[src/frp_pkg.sv]
package frp_pkg;

   // largest run of results one frame can give
   localparam int RUN_LIMIT = 64;
   localparam int BUFFER_DEPTH_DEF = 64;

   // register indexes on the csr port
   localparam logic [1:0] CSR_HEADER = 2'd0;
   localparam logic [1:0] CSR_FOOTER = 2'd1;
   localparam logic [1:0] CSR_MAX_LEN = 2'd2;

   localparam logic [7:0] HEADER_RESET = 8'd170;
   localparam logic [7:0] FOOTER_RESET = 8'd85;
   localparam logic [6:0] MAX_LEN_RESET = 7'd64;

   // one good frame waiting for replay
   typedef struct packed {
      logic [15:0] ptype;
      logic [6:0]  plen;
      logic        bank;
   } frame_desc_type;

   // payload store write from the parser
   typedef struct packed {
      logic       en;
      logic       bank;
      logic [5:0] idx;
      logic [7:0] data;
   } store_wr_type;

endpackage

[src/framed_packet_receiver.sv]
// channel   | ports                                   | direction
// request   | req_valid, req_ready, req_rx_byte       | in
// result    | rsp_valid, rsp_ready, rsp_packet_type,  | out
//           | rsp_packet_length, rsp_byte_index,      |
//           | rsp_data_byte, rsp_has_data, rsp_last   |
// csr       | csr_we, csr_index, csr_wdata            | in, write only
//
// each request is taken as soon as it is offered; the parser holds off data bytes while both
// payload banks wait for replay, and a footer while the frame queue is full
// a good frame replays one result at a time, each through a memory read, then an output load
// reset is synchronous; no clearing pass, payload entries are written before read
// the result register stalls only the replay side; up to two good frames may queue
module framed_packet_receiver import frp_pkg::*; #(
   parameter int BUFFER_DEPTH = BUFFER_DEPTH_DEF
) (
   input  logic        clock,
   input  logic        reset,
   input  logic        req_valid,
   output logic        req_ready,
   input  logic [7:0]  req_rx_byte,
   output logic        rsp_valid,
   input  logic        rsp_ready,
   output logic [15:0] rsp_packet_type,
   output logic [6:0]  rsp_packet_length,
   output logic [5:0]  rsp_byte_index,
   output logic [7:0]  rsp_data_byte,
   output logic        rsp_has_data,
   output logic        rsp_last,
   input  logic        csr_we,
   input  logic [1:0]  csr_index,
   input  logic [7:0]  csr_wdata
);

   logic           push;
   logic           pop;
   logic           busy;
   logic [1:0]     q_count;
   logic [1:0]     banks_used;
   frame_desc_type push_desc;
   frame_desc_type q_head;
   store_wr_type   store_wr;

   // banks held by the replay side: queued frames plus the one being replayed
   assign banks_used = q_count + {1'b0, busy};

   // front: byte parser, checksum, csr registers
   frp_front #(.BUFFER_DEPTH(BUFFER_DEPTH)) u_front (
      .clock       (clock),
      .reset       (reset),
      .req_valid   (req_valid),
      .req_ready   (req_ready),
      .req_rx_byte (req_rx_byte),
      .csr_we      (csr_we),
      .csr_index   (csr_index),
      .csr_wdata   (csr_wdata),
      .banks_used  (banks_used),
      .q_count     (q_count),
      .push        (push),
      .push_desc   (push_desc),
      .store_wr    (store_wr)
   );

   // two-deep queue of good frames
   frp_queue u_queue (
      .clock     (clock),
      .reset     (reset),
      .push      (push),
      .push_desc (push_desc),
      .pop       (pop),
      .head      (q_head),
      .count     (q_count)
   );

   // back: payload store and result replay
   frp_back #(.BUFFER_DEPTH(BUFFER_DEPTH)) u_back (
      .clock             (clock),
      .reset             (reset),
      .store_wr          (store_wr),
      .q_count           (q_count),
      .q_head            (q_head),
      .pop               (pop),
      .busy              (busy),
      .rsp_valid         (rsp_valid),
      .rsp_ready         (rsp_ready),
      .rsp_packet_type   (rsp_packet_type),
      .rsp_packet_length (rsp_packet_length),
      .rsp_byte_index    (rsp_byte_index),
      .rsp_data_byte     (rsp_data_byte),
      .rsp_has_data      (rsp_has_data),
      .rsp_last          (rsp_last)
   );

endmodule

[src/frp_front.sv]
module frp_front import frp_pkg::*; #(
   parameter int BUFFER_DEPTH = BUFFER_DEPTH_DEF
) (
   input  logic           clock,
   input  logic           reset,
   input  logic           req_valid,
   output logic           req_ready,
   input  logic [7:0]     req_rx_byte,
   input  logic           csr_we,
   input  logic [1:0]     csr_index,
   input  logic [7:0]     csr_wdata,
   input  logic [1:0]     banks_used,
   input  logic [1:0]     q_count,
   output logic           push,
   output frame_desc_type push_desc,
   output store_wr_type   store_wr
);

   localparam int LEN_CAP = (BUFFER_DEPTH < RUN_LIMIT) ? BUFFER_DEPTH : RUN_LIMIT;

   localparam logic [2:0] PH_HUNT    = 3'd0;
   localparam logic [2:0] PH_LEN     = 3'd1;
   localparam logic [2:0] PH_TYPE_HI = 3'd2;
   localparam logic [2:0] PH_TYPE_LO = 3'd3;
   localparam logic [2:0] PH_DATA    = 3'd4;
   localparam logic [2:0] PH_SUM     = 3'd5;
   localparam logic [2:0] PH_FOOT    = 3'd6;

   logic [7:0]  header_ff, footer_ff;
   logic [6:0]  max_len_ff;
   logic [2:0]  phase_ff, phase_in;
   logic [7:0]  sum_ff, sum_in;
   logic [6:0]  len_ff, len_in;
   logic [6:0]  fill_ff, fill_in;
   logic [15:0] type_ff, type_in;
   logic        bank_ff, bank_in;
   logic        accept;
   logic [6:0]  limit;
   logic [6:0]  fill_next;

   // data bytes wait while both payload banks are held by the replay side,
   // footers wait while the frame queue is full
   assign req_ready = !(((phase_ff == PH_DATA) && (banks_used >= 2'd2)) ||
                        ((phase_ff == PH_FOOT) && (q_count == 2'd2)));
   assign accept    = req_valid && req_ready;

   assign limit     = (max_len_ff < 7'(LEN_CAP)) ? max_len_ff : 7'(LEN_CAP);
   assign fill_next = fill_ff + 7'd1;

   always_comb begin
      phase_in = phase_ff;
      sum_in   = sum_ff;
      len_in   = len_ff;
      fill_in  = fill_ff;
      type_in  = type_ff;
      bank_in  = bank_ff;
      push     = 1'b0;
      store_wr = '{en: 1'b0, bank: bank_ff, idx: fill_ff[5:0], data: req_rx_byte};
      if (accept) begin
         case (phase_ff)
            PH_HUNT: begin
               if (req_rx_byte == header_ff) begin
                  sum_in   = req_rx_byte;
                  phase_in = PH_LEN;
               end
            end
            PH_LEN: begin
               if (req_rx_byte > {1'b0, limit}) begin
                  phase_in = PH_HUNT;
               end else begin
                  sum_in   = sum_ff + req_rx_byte;
                  len_in   = req_rx_byte[6:0];
                  fill_in  = 7'd0;
                  phase_in = PH_TYPE_HI;
               end
            end
            PH_TYPE_HI: begin
               sum_in   = sum_ff + req_rx_byte;
               type_in  = {8'h00, req_rx_byte};
               phase_in = PH_TYPE_LO;
            end
            PH_TYPE_LO: begin
               sum_in   = sum_ff + req_rx_byte;
               type_in  = {type_ff[7:0], req_rx_byte};
               phase_in = (len_ff != 7'd0) ? PH_DATA : PH_SUM;
            end
            PH_DATA: begin
               sum_in      = sum_ff + req_rx_byte;
               store_wr.en = 1'b1;
               fill_in     = fill_next;
               if (fill_next >= len_ff) begin
                  phase_in = PH_SUM;
               end
            end
            PH_SUM: begin
               phase_in = (req_rx_byte == sum_ff) ? PH_FOOT : PH_HUNT;
            end
            PH_FOOT: begin
               if (req_rx_byte == footer_ff) begin
                  push    = 1'b1;
                  bank_in = !bank_ff;
               end
               phase_in = PH_HUNT;
            end
            default: begin
               phase_in = PH_HUNT;
            end
         endcase
      end
   end

   assign push_desc = '{ptype: type_ff, plen: len_ff, bank: bank_ff};

   always_ff @(posedge clock) begin
      if (reset) begin
         header_ff  <= HEADER_RESET;
         footer_ff  <= FOOTER_RESET;
         max_len_ff <= MAX_LEN_RESET;
         phase_ff   <= PH_HUNT;
         sum_ff     <= 8'd0;
         len_ff     <= 7'd0;
         fill_ff    <= 7'd0;
         type_ff    <= 16'd0;
         bank_ff    <= 1'b0;
      end else begin
         phase_ff <= phase_in;
         sum_ff   <= sum_in;
         len_ff   <= len_in;
         fill_ff  <= fill_in;
         type_ff  <= type_in;
         bank_ff  <= bank_in;
         if (csr_we) begin
            case (csr_index)
               CSR_HEADER:  header_ff  <= csr_wdata;
               CSR_FOOTER:  footer_ff  <= csr_wdata;
               CSR_MAX_LEN: max_len_ff <= csr_wdata[6:0];
               default: begin
               end
            endcase
         end
      end
   end

   // a data byte never lands in a bank still owned by the replay side
   a_wr_bank_free: assert property (@(posedge clock) disable iff (reset)
      store_wr.en |-> (banks_used < 2'd2))
      else $error("payload write while both banks busy");

   // stored index stays inside the frame length
   a_fill_in_len: assert property (@(posedge clock) disable iff (reset)
      store_wr.en |-> (fill_ff < len_ff))
      else $error("payload write beyond frame length");

endmodule

[src/frp_queue.sv]
module frp_queue import frp_pkg::*; (
   input  logic           clock,
   input  logic           reset,
   input  logic           push,
   input  frame_desc_type push_desc,
   input  logic           pop,
   output frame_desc_type head,
   output logic [1:0]     count
);

   frame_desc_type slot_ff [2];
   logic           wr_ptr_ff, rd_ptr_ff;
   logic [1:0]     count_ff;

   assign head  = slot_ff[rd_ptr_ff];
   assign count = count_ff;

   always_ff @(posedge clock) begin
      if (push) begin
         slot_ff[wr_ptr_ff] <= push_desc;
      end
   end

   always_ff @(posedge clock) begin
      if (reset) begin
         wr_ptr_ff <= 1'b0;
         rd_ptr_ff <= 1'b0;
         count_ff  <= 2'd0;
      end else begin
         if (push) begin
            wr_ptr_ff <= !wr_ptr_ff;
         end
         if (pop) begin
            rd_ptr_ff <= !rd_ptr_ff;
         end
         count_ff <= count_ff + {1'b0, push} - {1'b0, pop};
      end
   end

   a_no_overflow: assert property (@(posedge clock) disable iff (reset)
      push |-> (count_ff != 2'd2) || pop)
      else $error("frame queue overflow");

   a_no_underflow: assert property (@(posedge clock) disable iff (reset)
      pop |-> (count_ff != 2'd0))
      else $error("frame queue underflow");

endmodule

[src/frp_back.sv]
module frp_back import frp_pkg::*; #(
   parameter int BUFFER_DEPTH = BUFFER_DEPTH_DEF
) (
   input  logic           clock,
   input  logic           reset,
   input  store_wr_type   store_wr,
   input  logic [1:0]     q_count,
   input  frame_desc_type q_head,
   output logic           pop,
   output logic           busy,
   output logic           rsp_valid,
   input  logic           rsp_ready,
   output logic [15:0]    rsp_packet_type,
   output logic [6:0]     rsp_packet_length,
   output logic [5:0]     rsp_byte_index,
   output logic [7:0]     rsp_data_byte,
   output logic           rsp_has_data,
   output logic           rsp_last
);

   localparam int EFF_DEPTH = (BUFFER_DEPTH < RUN_LIMIT) ? BUFFER_DEPTH : RUN_LIMIT;
   localparam int AW        = (EFF_DEPTH > 1) ? $clog2(EFF_DEPTH) : 1;
   localparam int MEM_DEPTH = 2 ** (AW + 1);

   localparam logic [1:0] BK_IDLE = 2'd0;
   localparam logic [1:0] BK_READ = 2'd1;
   localparam logic [1:0] BK_EMIT = 2'd2;

   logic [7:0]     mem [MEM_DEPTH];
   logic [7:0]     rd_data_ff;
   logic [1:0]     state_ff;
   frame_desc_type cur_ff;
   logic [5:0]     idx_ff;
   logic           out_free;
   logic           is_empty;
   logic           is_last;
   logic           load;

   logic           valid_ff;
   logic [15:0]    type_ff;
   logic [6:0]     len_ff;
   logic [5:0]     oidx_ff;
   logic [7:0]     data_ff;
   logic           has_ff;
   logic           last_ff;

   // two banks, one filled by the parser while the other is replayed
   always_ff @(posedge clock) begin
      if (store_wr.en) begin
         mem[{store_wr.bank, store_wr.idx[AW-1:0]}] <= store_wr.data;
      end
   end

   always_ff @(posedge clock) begin
      if (state_ff == BK_READ) begin
         rd_data_ff <= mem[{cur_ff.bank, idx_ff[AW-1:0]}];
      end
   end

   assign out_free = !valid_ff || rsp_ready;
   assign is_empty = (cur_ff.plen == 7'd0);
   assign is_last  = is_empty || ({1'b0, idx_ff} + 7'd1 == cur_ff.plen);
   assign load     = (state_ff == BK_EMIT) && out_free;
   assign pop      = (state_ff == BK_IDLE) && (q_count != 2'd0);
   assign busy     = (state_ff != BK_IDLE);

   always_ff @(posedge clock) begin
      if (pop) begin
         cur_ff <= q_head;
      end
      if (load) begin
         type_ff <= cur_ff.ptype;
         len_ff  <= cur_ff.plen;
         oidx_ff <= idx_ff;
         data_ff <= is_empty ? 8'd0 : rd_data_ff;
         has_ff  <= !is_empty;
         last_ff <= is_last;
      end
   end

   always_ff @(posedge clock) begin
      if (reset) begin
         state_ff <= BK_IDLE;
         idx_ff   <= 6'd0;
         valid_ff <= 1'b0;
      end else begin
         if (load) begin
            valid_ff <= 1'b1;
         end else if (rsp_ready) begin
            valid_ff <= 1'b0;
         end
         case (state_ff)
            BK_IDLE: begin
               if (pop) begin
                  idx_ff   <= 6'd0;
                  state_ff <= BK_READ;
               end
            end
            BK_READ: begin
               state_ff <= BK_EMIT;
            end
            BK_EMIT: begin
               if (out_free) begin
                  if (is_last) begin
                     state_ff <= BK_IDLE;
                  end else begin
                     idx_ff   <= idx_ff + 6'd1;
                     state_ff <= BK_READ;
                  end
               end
            end
            default: begin
               state_ff <= BK_IDLE;
            end
         endcase
      end
   end

   assign rsp_valid         = valid_ff;
   assign rsp_packet_type   = type_ff;
   assign rsp_packet_length = len_ff;
   assign rsp_byte_index    = oidx_ff;
   assign rsp_data_byte     = data_ff;
   assign rsp_has_data      = has_ff;
   assign rsp_last          = last_ff;

   a_last_frees: assert property (@(posedge clock) disable iff (reset)
      (load && is_last) |=> (state_ff == BK_IDLE))
      else $error("replay did not release bank after last result");

   a_empty_shape: assert property (@(posedge clock) disable iff (reset)
      (valid_ff && !has_ff) |-> (last_ff && (data_ff == 8'd0) && (oidx_ff == 6'd0)))
      else $error("empty frame result malformed");

endmodule

[config.mk]
export PLATFORM = sky130hd
export DESIGN_NAME = framed_packet_receiver
export DESIGN_NICKNAME = d
export VERILOG_FILES = /design/src/frp_pkg.sv /design/src/framed_packet_receiver.sv /design/src/frp_front.sv /design/src/frp_queue.sv /design/src/frp_back.sv
export SDC_FILE = /design/constraint.sdc
export NUM_CORES = 1
export LEC_CHECK = 0
export CAP_MARGIN = 20
export CORE_MARGIN = 5
export CORE_UTILIZATION = 62
export CTS_BUF_LIST = sky130_fd_sc_hd__clkbuf_4 sky130_fd_sc_hd__clkbuf_8
export DETAILED_ROUTE_END_ITERATION = 6
export DONT_BUFFER_PORTS = 1
export PLACE_DENSITY = 0.8
export SETUP_SLACK_MARGIN = 0.1
export SYNTH_ARGS = -nofsm -noshare
export SYNTH_HDL_FRONTEND = slang
export SYNTH_SLANG_ARGS = --single-unit
[constraint.sdc]
create_clock -name clock -period 8.9 [get_ports clock]
set_clock_uncertainty 0.2 [all_clocks]
set_input_delay 2.225 -clock clock [delete_from_list [all_inputs] [get_ports clock]]
set_output_delay 2.225 -clock clock [all_outputs]
set_load 0.005 [all_outputs]
; Word level (Yosys, flattened, before mapping)
; Memory sizes are Yosys's and may differ from the RTL's. A register that Yosys moved wholly into a read port is not among the register bits.
; Cells that the tools add are included.
[word_totals]
ramBits = 1072
input_bits = 23
latchBits = 0
mem_count = 2
rom_bits = 0
regBits = 117
out_inout_bits = 41
[mem_list]
columns = memory, words, width, read_ports, rd_ports_with_merged_regs, wr, line_no
row1 = u_back.mem, 128, 8, 1, 1, 1, frp_back.sv:29  ; logic [7:0] mem [MEM_DEPTH];
row2 = u_queue.slot_ff, 2, 24, 1, 1, 1, frp_queue.sv:11  ; frame_desc_type slot_ff [2];
[op_classes]
n_addsub = 7
n_eq_ne = 21
n_lt_le_gt_ge = 4
n_mul = 0
shifts = 0
n_reduce_logical = 38
muxes = 32
n_div = 0
bitwise_logic = 1
[op_table]
columns = cell, count
row1 = case mux 16 bit (2 select lines), 1
row2 = == test 8 bit, 3
row3 = case mux 8 bit (3 select lines), 1
row4 = two-way mux 6 bit, 3
row5 = case mux 3 bit (6 select lines), 1
row6 = two-way mux 8 bit, 2
row7 = two-way mux 7 bit, 2
row8 = case mux 7 bit (2 select lines), 1
row9 = two-way mux 1 bit, 13
row10 = case mux 6 bit (2 select lines), 1
row11 = AND reduction 3 bit, 4
row12 = nonzero test 2 bit, 6
row13 = AND reduction 2 bit, 5
row14 = "== test 3 bit, second input constant", 3
row15 = two-way mux 3 bit, 3
row16 = adder 8 bit, 1
row17 = greater-than comparator 8 x 7 -> 1 bit, 1
row18 = "inequality test 2 bit, second input constant", 4
row19 = AND reduction 4 bit, 2
row20 = "adder 6 x 1 -> 7 bit, second input constant", 1
row21 = "adder 7 x 1 -> 7 bit, second input constant", 1
row22 = == test 7 bit, 1
row23 = greater-or-equal comparator 7 bit, 1
row24 = logical NOT 7 bit, 1
row25 = 21 further kinds, 41

; Logic depth before layout (Yosys ltp)
; Gate-level depths: netlist of the first run.
[depth]
ltp_word = 10
depth_mapped = 10

; By module
; Synthesis of the first run repeated with hierarchy kept, for this count alone.
[unflattened]
hier_cells = 2635
area_unflattened_um2 = 48604.1
[by_module_without_submodules]
columns = module, instances, cells_each, seq_area_each_um2, area_each_um2
row1 = frp_back, 1, 2093, 33061.7, 42774.8
row2 = frp_front, 1, 446, 1301.2, 3763.6
row3 = frp_queue, 1, 94, 1541.5, 2044.5
row4 = framed_packet_receiver, 1, 2, 0.0, 21.3

; Worst setup path before layout of the first run
; Ideal clock, no wire load.
[synth_path]
path_type = input -> register
from = in req_rx_byte[7]
to = mem u_queue.slot_ff[0][0] in the netlist's numbering (enable)
slack_ns = 4.116
path_buffers = 1
cell_stages = 6
arrival_time_ns = 4.180
setup_ns = 0.405
path_cell_list = clkbuf_1 xnor2_1 nand4_1 nor4_1 nand3_1 nor2_1
[synth_via]
elab_chain_cells = 6
[synth_rtl]
columns = item, line_no
row1 = from (decl), framed_packet_receiver.sv:20  ; input logic [7:0] req_rx_byte,
row2 = == test 8 bit, frp_front.sv:99  ; if (req_rx_byte == footer_ff) begin
row3 = two-way mux 1 bit, frp_front.sv:99
row4 = two-way mux 1 bit, frp_front.sv:60  ; case (phase_ff)
row5 = two-way mux 1 bit, frp_front.sv:59  ; if (accept) begin
row6 = two-way mux 1 bit, frp_queue.sv:19  ; if (push) begin
row7 = two-way mux 1 bit (not written as such), frp_queue.sv:20  ; slot_ff[wr_ptr_ff] <= push_desc;
row8 = to (decl), frp_queue.sv:11
; Every way passes these cells.

; Worst setup path in the final report of the first run
[layout_path]
from = reg u_back.state_ff[1]
to = out req_ready
[layout_via]
elab_chain_cells = 6
[layout_rtl]
columns = item, line_no
row1 = from (decl), frp_back.sv:31  ; logic [1:0] state_ff;
row2 = from (signal assigned), frp_back.sv:83  ; state_ff <= BK_IDLE;
row3 = from (signal assigned), frp_back.sv:96  ; state_ff <= BK_READ;
row4 = from (signal assigned), frp_back.sv:100  ; state_ff <= BK_EMIT;
row5 = nonzero test 2 bit, frp_back.sv:65  ; assign busy = (state_ff != BK_IDLE);
row6 = adder 2 x 1 -> 2 bit, framed_packet_receiver.sv:44  ; assign banks_used = q_count + {1'b0, busy};
row7 = greater-or-equal comparator 2 bit, frp_front.sv:43  ; assign req_ready = !(((phase_ff == PH_DATA) && (banks_used >= 2'd2)) ||
row8 = logical AND 1 bit, frp_front.sv:43
row9 = logical OR 1 bit, frp_front.sv:43
row10 = logical NOT 1 bit, frp_front.sv:43
row11 = to (decl), framed_packet_receiver.sv:19  ; output logic req_ready,
; Every way passes these cells.

==> reports/qor.csv, run 1 <==
stage,metric,value,unit
run_status,status,"finished, final reports clean",
timing,post-route-period-util,49.9,%
logic_synthesis,yosysWarningCount,0,
clock_tree,cts.clk_slew.worst_paths,0.07,ns
flow_run,cap_violations,0,
setup_path,path_class,flip-flop to output pin,
timing,setup_viol,0,
placement,gp_congestion,0.855,
cells_and_area,fin_util,68.2,%
timing,holdWs,0.214,ns
logic_synthesis,synth.area.top_cells,"edfxtp_1, mux4_2, dfxtp_1",
timing,hold_violations,0,
logic_synthesis,netlist_area,0.0480,sq mm
logic_synthesis,synth_nets,2647,
logic_synthesis,synth_cells,2598,
hold_path,min_from,u_back.cur_ff[18]$_DFFE_PP_,
power,pwr-share-seq,56.4,%
clock_tree,ctsHtreeMaxLevel,4,
floorplanning,num_rows,102,
cells_and_area,fin_nets,2715,
power,swShare,21.3,%
detailed_routing,antenna_left,0,
clock_tree,cts_buffers,182,
logic_synthesis,synth.top_cells.by_count,"edfxtp_1, nor2_1, mux4_2, mux2i_1, dfxtp_1",
setup_path,end_kind,output pin,
clock_tree,root_buffer,clkbuf_8,
logic_synthesis,yosysTopAreaCellShare,71.5,%
clock_tree,clk_path_buf_depth,3,
detailed_routing,vias,25200,
timing,drv_slew,0,
clock_tree,clock-sinks,1221,
power,powerDensity,219,mW/mm^2
setup_path,cp.arrival,2.02,ns
placement,hpwl,62400,microns
floorplanning,dieHeight,288,microns
clock_tree,post_cts_buffers,0,
timing,period_minus_slack,4.44,ns
global_routing,grt_pass1_vias,25600,
setup_path,r2r-start,u_back.idx_ff[2]$_SDFFE_PP0P_,
logic_synthesis,yosys.cell_types.count,69,
detailed_routing,drt-total-wl,108000,microns
global_routing,antenna_found_initial,3,
logic_synthesis,ys_seq_elements,1221,
setup_path,path_max_fanout,9,
global_routing,grt_max_degree,177,
clock_tree,cts_tree,done,
global_routing,grt_pass1_wl,162000,microns
cells_and_area,drive_gt1_share,21.0,%
logic_synthesis,async_reset_ff_share,0,%
power,p_leak,0.0163,uW
power,worst_ir_drop_vdd,0.135,mV
logic_synthesis,yosysMostFrequentCell,edfxtp_1,
power,clkPwrFrac,39.0,%
logic_synthesis,synth-main-ff-cell,edfxtp_1,
timing,setup_tns,0,ns
timing,setup_slack,4.46,ns
hold_path,hold_class,flip-flop to flip-flop,
clock_tree,cts_resized,0,
setup_path,start_kind,flip-flop,
power,p_comb_share,4.6,%
timing,slew_headroom,25.6,%
logic_synthesis,yosysTopAreaCell,edfxtp_1,
timing,rsz0062_at_grt,false,
floorplanning,placeableCoreArea,0.0771,sq mm
floorplanning,start_util,62.3,%
cells_and_area,areaGrowthSynthToFinish,9.52,%
detailed_routing,wl_per_cell,28.0,microns
placement,place_ws,4.05,ns
floorplanning,io_pins,64,
logic_synthesis,synth_edf_count,1143,
setup_path,required,6.48,ns
logic_synthesis,ys_seq_area_share,74.7,%
detailed_routing,drt_iter0_markers,3336,
cells_and_area,nFillCells,4703,
floorplanning,fp.dieArea,0.0831,sq mm
detailed_routing,drc,0,
power,p_int,9070,uW
detailed_routing,first_pass_iters,5,
detailed_routing,vias_per_cell,6.55,
floorplanning,die_x,288,microns
timing,maxClockFrequency,225,MHz
placement,numPortBuffers,0,
global_routing,grt_overflow,0,
logic_synthesis,post_synth.cell_area_avg,18.5,sq um
clock_tree,clock_latency,0.81,ns
timing,tightest_slew,1.11,ns
global_routing,track_usage,26.4,%
power,netSwitchingPower,2460,uW
setup_path,crit_start,u_back.state_ff[1]$_SDFFE_PP0P_,
clock_tree,cts_hold_buf,0,
[flip-flops by register name, indices dropped and copies added (netlist names), 2 cells and up]
register and count:
u_back.mem 1024, u_back.rd_data_ff 8, u_back.rsp_packet_length 7, u_back.idx_ff 6, u_front.phase_ff 3, u_front.fill_ff 7, u_front.footer_ff 8, u_back.state_ff 2
u_back.rsp_data_byte 8, u_queue.slot_ff 48, u_back.rsp_byte_index 6, u_front.header_ff 8, u_back.cur_ff 24, u_front.type_ff 16, u_queue.count 2, u_front.max_len_ff 7
u_front.sum_ff 8, u_front.len_ff 7, u_back.rsp_packet_type 16
[kinds of logic after synthesis]
logic type	synth area share, %
AO/OA/AOI/OAI	5.29
XOR/XNOR	0.711
AND/OR/NAND/NOR	4.55
buffers and inverters	1.82
multiplexers	12.2
flip-flops	74.7
adder cells (fa/ha/maj)	0.693
[worst max-delay path, stage by stage, from the launching register on]
cell,delay [ns]
dfxtp_1,0.41
o21a_1,0.25
a21oi_1,0.29
o21ai_0,0.13
nand2_1,0.15
[area by class of cell]
class                      count  area [sq um]  share of cell area, %
sequential                  1221         35900                   68.3
tap                         1040          1300                   2.47
clock buffer                 240          2980                   5.66
antenna                        1          2.50                0.00476
inverter                      32           120                  0.228
multi-input combinational   1196         11300                   21.5
clock inverter                92           639                   1.22
timing repair buffer          33           364                  0.692
[routing by layer]
layer	track usage, %	part of all wire [%]
met2	42.6	49
met4	10.1	3.5
met1	35.9	38
met3	6.05	9.7
met5	0	0.025
[power by group through the flow]
stage	Sequential (uW)	Combinational, uW	Clock, uW
finish	6510	526	4500
global route	6510	562	4850
CTS	6510	527	4560
detailed placement	6630	522	0
global placement	6620	502	0
floorplan	6570	433	0
[per-stage QoR]
stage	instance area, sq um	instances	total power, uW
after global placement	48800	3513	7130
after detailed placement	48900	3517	7150
after global routing	52600	3855	11900
after floorplan	48000	2598	7000
final	52600	3855	11500
after CTS	52500	3849	11600
[cell usage in the layout (no fill, tap or decap), types with 25 or more instances in the layout]
cell,synthesis,final
edfxtp_1,1143,1143
clkbuf_8,0,188
mux4_2,187,187
nor2_1,188,183
mux2i_1,87,87
nand2_1,77,77
dfxtp_1,78,76
a22oi_1,65,65
mux2_2,57,57
nor2b_1,56,54
a21oi_1,54,54
clkbuf_4,0,52
clkinv_1,0,47
a211oi_1,42,41
nand3_1,34,34
a2111oi_0,34,34
inv_1,32,32
a22o_1,32,32
ha_1,25,25
clkinv_2,0,25
buf_4,13,25
[path summary, 6_finish.rpt]
| kind | endpoint | slack [ns] | cells past startpoint |
|---|---|---|---|
| hold reg to reg | u_back.rsp_packet_type[10]$_DFFE_PP_ | 0.21 | 0 |
| setup reg to reg | u_back.rd_data_ff[0]$_DFFE_PN_ | 4.62 | 8 |
| hold / removal | u_back.rsp_packet_type[10]$_DFFE_PP_ | 0.21 | 0 |
| setup / recovery | req_ready | 4.46 | 4 |
(Power assumes the default switching activity.)
==> inputs of run 2 (changes only) <==
- clock period: 8.9 -> 4.3 ns (I/O delays scaled with it)
==> reports/qor.csv, run 2 (synthesis gave the netlist of run 1 again) <==
stage,metric,value,unit
placement,numPortBuffers,0,
global_routing,track_usage,25.6,%
timing,setup_viol,0,
global_routing,grt_pass1_wl,158000,microns
cells_and_area,nFillCells,4666,
setup_path,worst_path_most_repeated_cell,buf_4,
clock_tree,clock_latency,0.85,ns
detailed_routing,wl_per_cell,27.2,microns
detailed_routing,drt-total-wl,105000,microns
setup_path,r2r_cells,7,
power,powerDensity,459,mW/mm^2
detailed_routing,wl_met3,11100,microns
setup_path,r2r_setup_slack,0.71,ns
setup_path,required,4.65,ns
global_routing,antenna_found_initial,3,
setup_path,path_max_fanout,19,
timing,maxClockFrequency,279,MHz
clock_tree,root_buffer,clkbuf_8,
timing,slew_headroom,30.0,%
cells_and_area,drive_gt1_share,21.7,%
cells_and_area,fin_nets,2740,
detailed_routing,drc,0,
clock_tree,cts_resized,0,
run_status,status,"finished, final reports clean",
placement,gp_congestion,0.834,
clock_tree,ctsHtreeMaxLevel,4,
timing,tightest_slew,1.05,ns
placement,place_ws,0.724,ns
setup_path,crit_chain,buf_4 -> buf_4 -> mux4_2 -> a221oi_2 -> o22ai_1 -> nor3_1 -> o221ai_1,
setup_path,cp.arrival,3.94,ns
clock_tree,cts_tree,done,
timing,setup_slack,0.711,ns
cells_and_area,areaGrowthSynthToFinish,10.2,%
detailed_routing,vias,25300,
floorplanning,dieHeight,288,microns
setup_path,timing.rr.end,u_back.rd_data_ff[7]$_DFFE_PN_,
cells_and_area,largest_register_ffs,1024,
timing,setup_tns,0,ns
setup_path,crit_slowest_cell,dfxtp_4,
setup_path,end_kind,flip-flop,
placement,hpwl,61800,microns
floorplanning,placeableCoreArea,0.0771,sq mm
timing,hold_violations,0,
timing,period_minus_slack,3.59,ns
detailed_routing,drt_iter0_markers,2955,
floorplanning,io_pins,64,
clock_tree,cts_hold_buf,0,
global_routing,grt_max_degree,141,
detailed_routing,vias_per_cell,6.52,
detailed_routing,first_pass_iters,7,
cells_and_area,final_cell_mix,"edfxtp_1, mux4_2, clkbuf_8",
hold_path,holdPathStages,1,
timing,post-route-period-util,83.5,%
setup_path,r2r-start,u_back.idx_ff[0]$_SDFFE_PP0P_,
hold_path,min_from,reset,
global_routing,grt_overflow,0,
clock_tree,cts.clk_slew.worst_paths,0.06,ns
timing,holdWs,0.112,ns
power,worst_ir_drop_vdd,0.306,mV
detailed_routing,met2WireLength,52000,microns
cells_and_area,stdcell_area,0.0529,sq mm
clock_tree,cts_buffers,183,
power,p_leak,0.0165,uW
setup_path,start_kind,flip-flop,
detailed_routing,met1_length,38700,microns
global_routing,grt_pass1_vias,25400,
setup_path,path_class,flip-flop to flip-flop,
floorplanning,die_x,288,microns
floorplanning,fp.dieArea,0.0831,sq mm
timing,rsz0062_at_grt,false,
setup_path,cpPeakStageDelay,0.57,ns
clock_tree,clock-sinks,1221,
timing,drv_slew,0,
flow_run,cap_violations,0,
power,total_power,24300,uW
detailed_routing,antenna_left,0,
floorplanning,num_rows,102,
clock_tree,post_cts_buffers,0,
clock_tree,clk_path_buf_depth,3,
hold_path,holdPathEnd,u_back.rsp_valid$_SDFFE_PP0P_,
placement,placed_area,0.0491,sq mm
cells_and_area,layout_commonest_cell,edfxtp_1,
hold_path,hold_class,input port to flip-flop,
floorplanning,start_util,62.3,%
detailed_routing,routed.top_layer,met5,
## run 2: how the worst max path moves through the flow
stage	startpoint	to	slack (ns)	cells after the start
2_1_floorplan	u_queue.count[1]$_SDFF_PP0_	u_queue.count[1]$_SDFF_PP0_	0.41	8
3_3_place_gp	req_valid	u_back.mem[48][6]$_DFFE_PP_	0.80	5
3_5_place_dp	req_valid	u_back.mem[48][5]$_DFFE_PP_	0.72	5
4_1_cts	u_back.idx_ff[0]$_SDFFE_PP0P_	u_back.rd_data_ff[7]$_DFFE_PN_	0.73	7
5_1_grt	u_back.idx_ff[0]$_SDFFE_PP0P_	u_back.rd_data_ff[7]$_DFFE_PN_	0.56	7
6_report	u_back.idx_ff[0]$_SDFFE_PP0P_	u_back.rd_data_ff[7]$_DFFE_PN_	0.71	7
## run 2: power by group
part / total (uW) / switching [uW] / internal [uW]
logic: 1210 / 667 / 544
registers: 13400 / 161 / 13300
clock network: 9650 / 4470 / 5190
total: 24300 / 5290 / 19000
## run 2: layout make-up
cell class / count / area (sq um) / area share, %
repair buffers: 57 / 548 / 1.04
clock inverters: 94 / 836 / 1.58
well taps: 1040 / 1300 / 2.46
clock buffers: 237 / 2930 / 5.54
flip-flops and latches: 1221 / 35900 / 67.8
diodes: 1 / 2.50 / 0.00473
multi-input cells: 1196 / 11300 / 21.3
inverters: 32 / 120 / 0.227
## run 2: per-layer routing
metal	vias to the layer above	global-route usage, %
met5	-	0
met4	2	9.25
met3	240	6.42
met2	1614	41.1
met1	12700	34.9
li1	10700	-
## run 2: through the flow
step	std cells	util, %
final	3878	68.7
after global routing	3878	68.7
after CTS	3876	68.6
after detailed placement	3545	63.7
after global placement	3545	63.7
after floorplan	2598	-
## run 2: worst max-delay path, delay by kind of cell (launching register included)
family	cells	cell delay (ns)
flip-flops	1	0.57
buffers and inverters	2	0.72
AO/OA/AOI/OAI	3	0.80
multiplexers	1	0.56
AND/OR/NAND/NOR	1	0.43
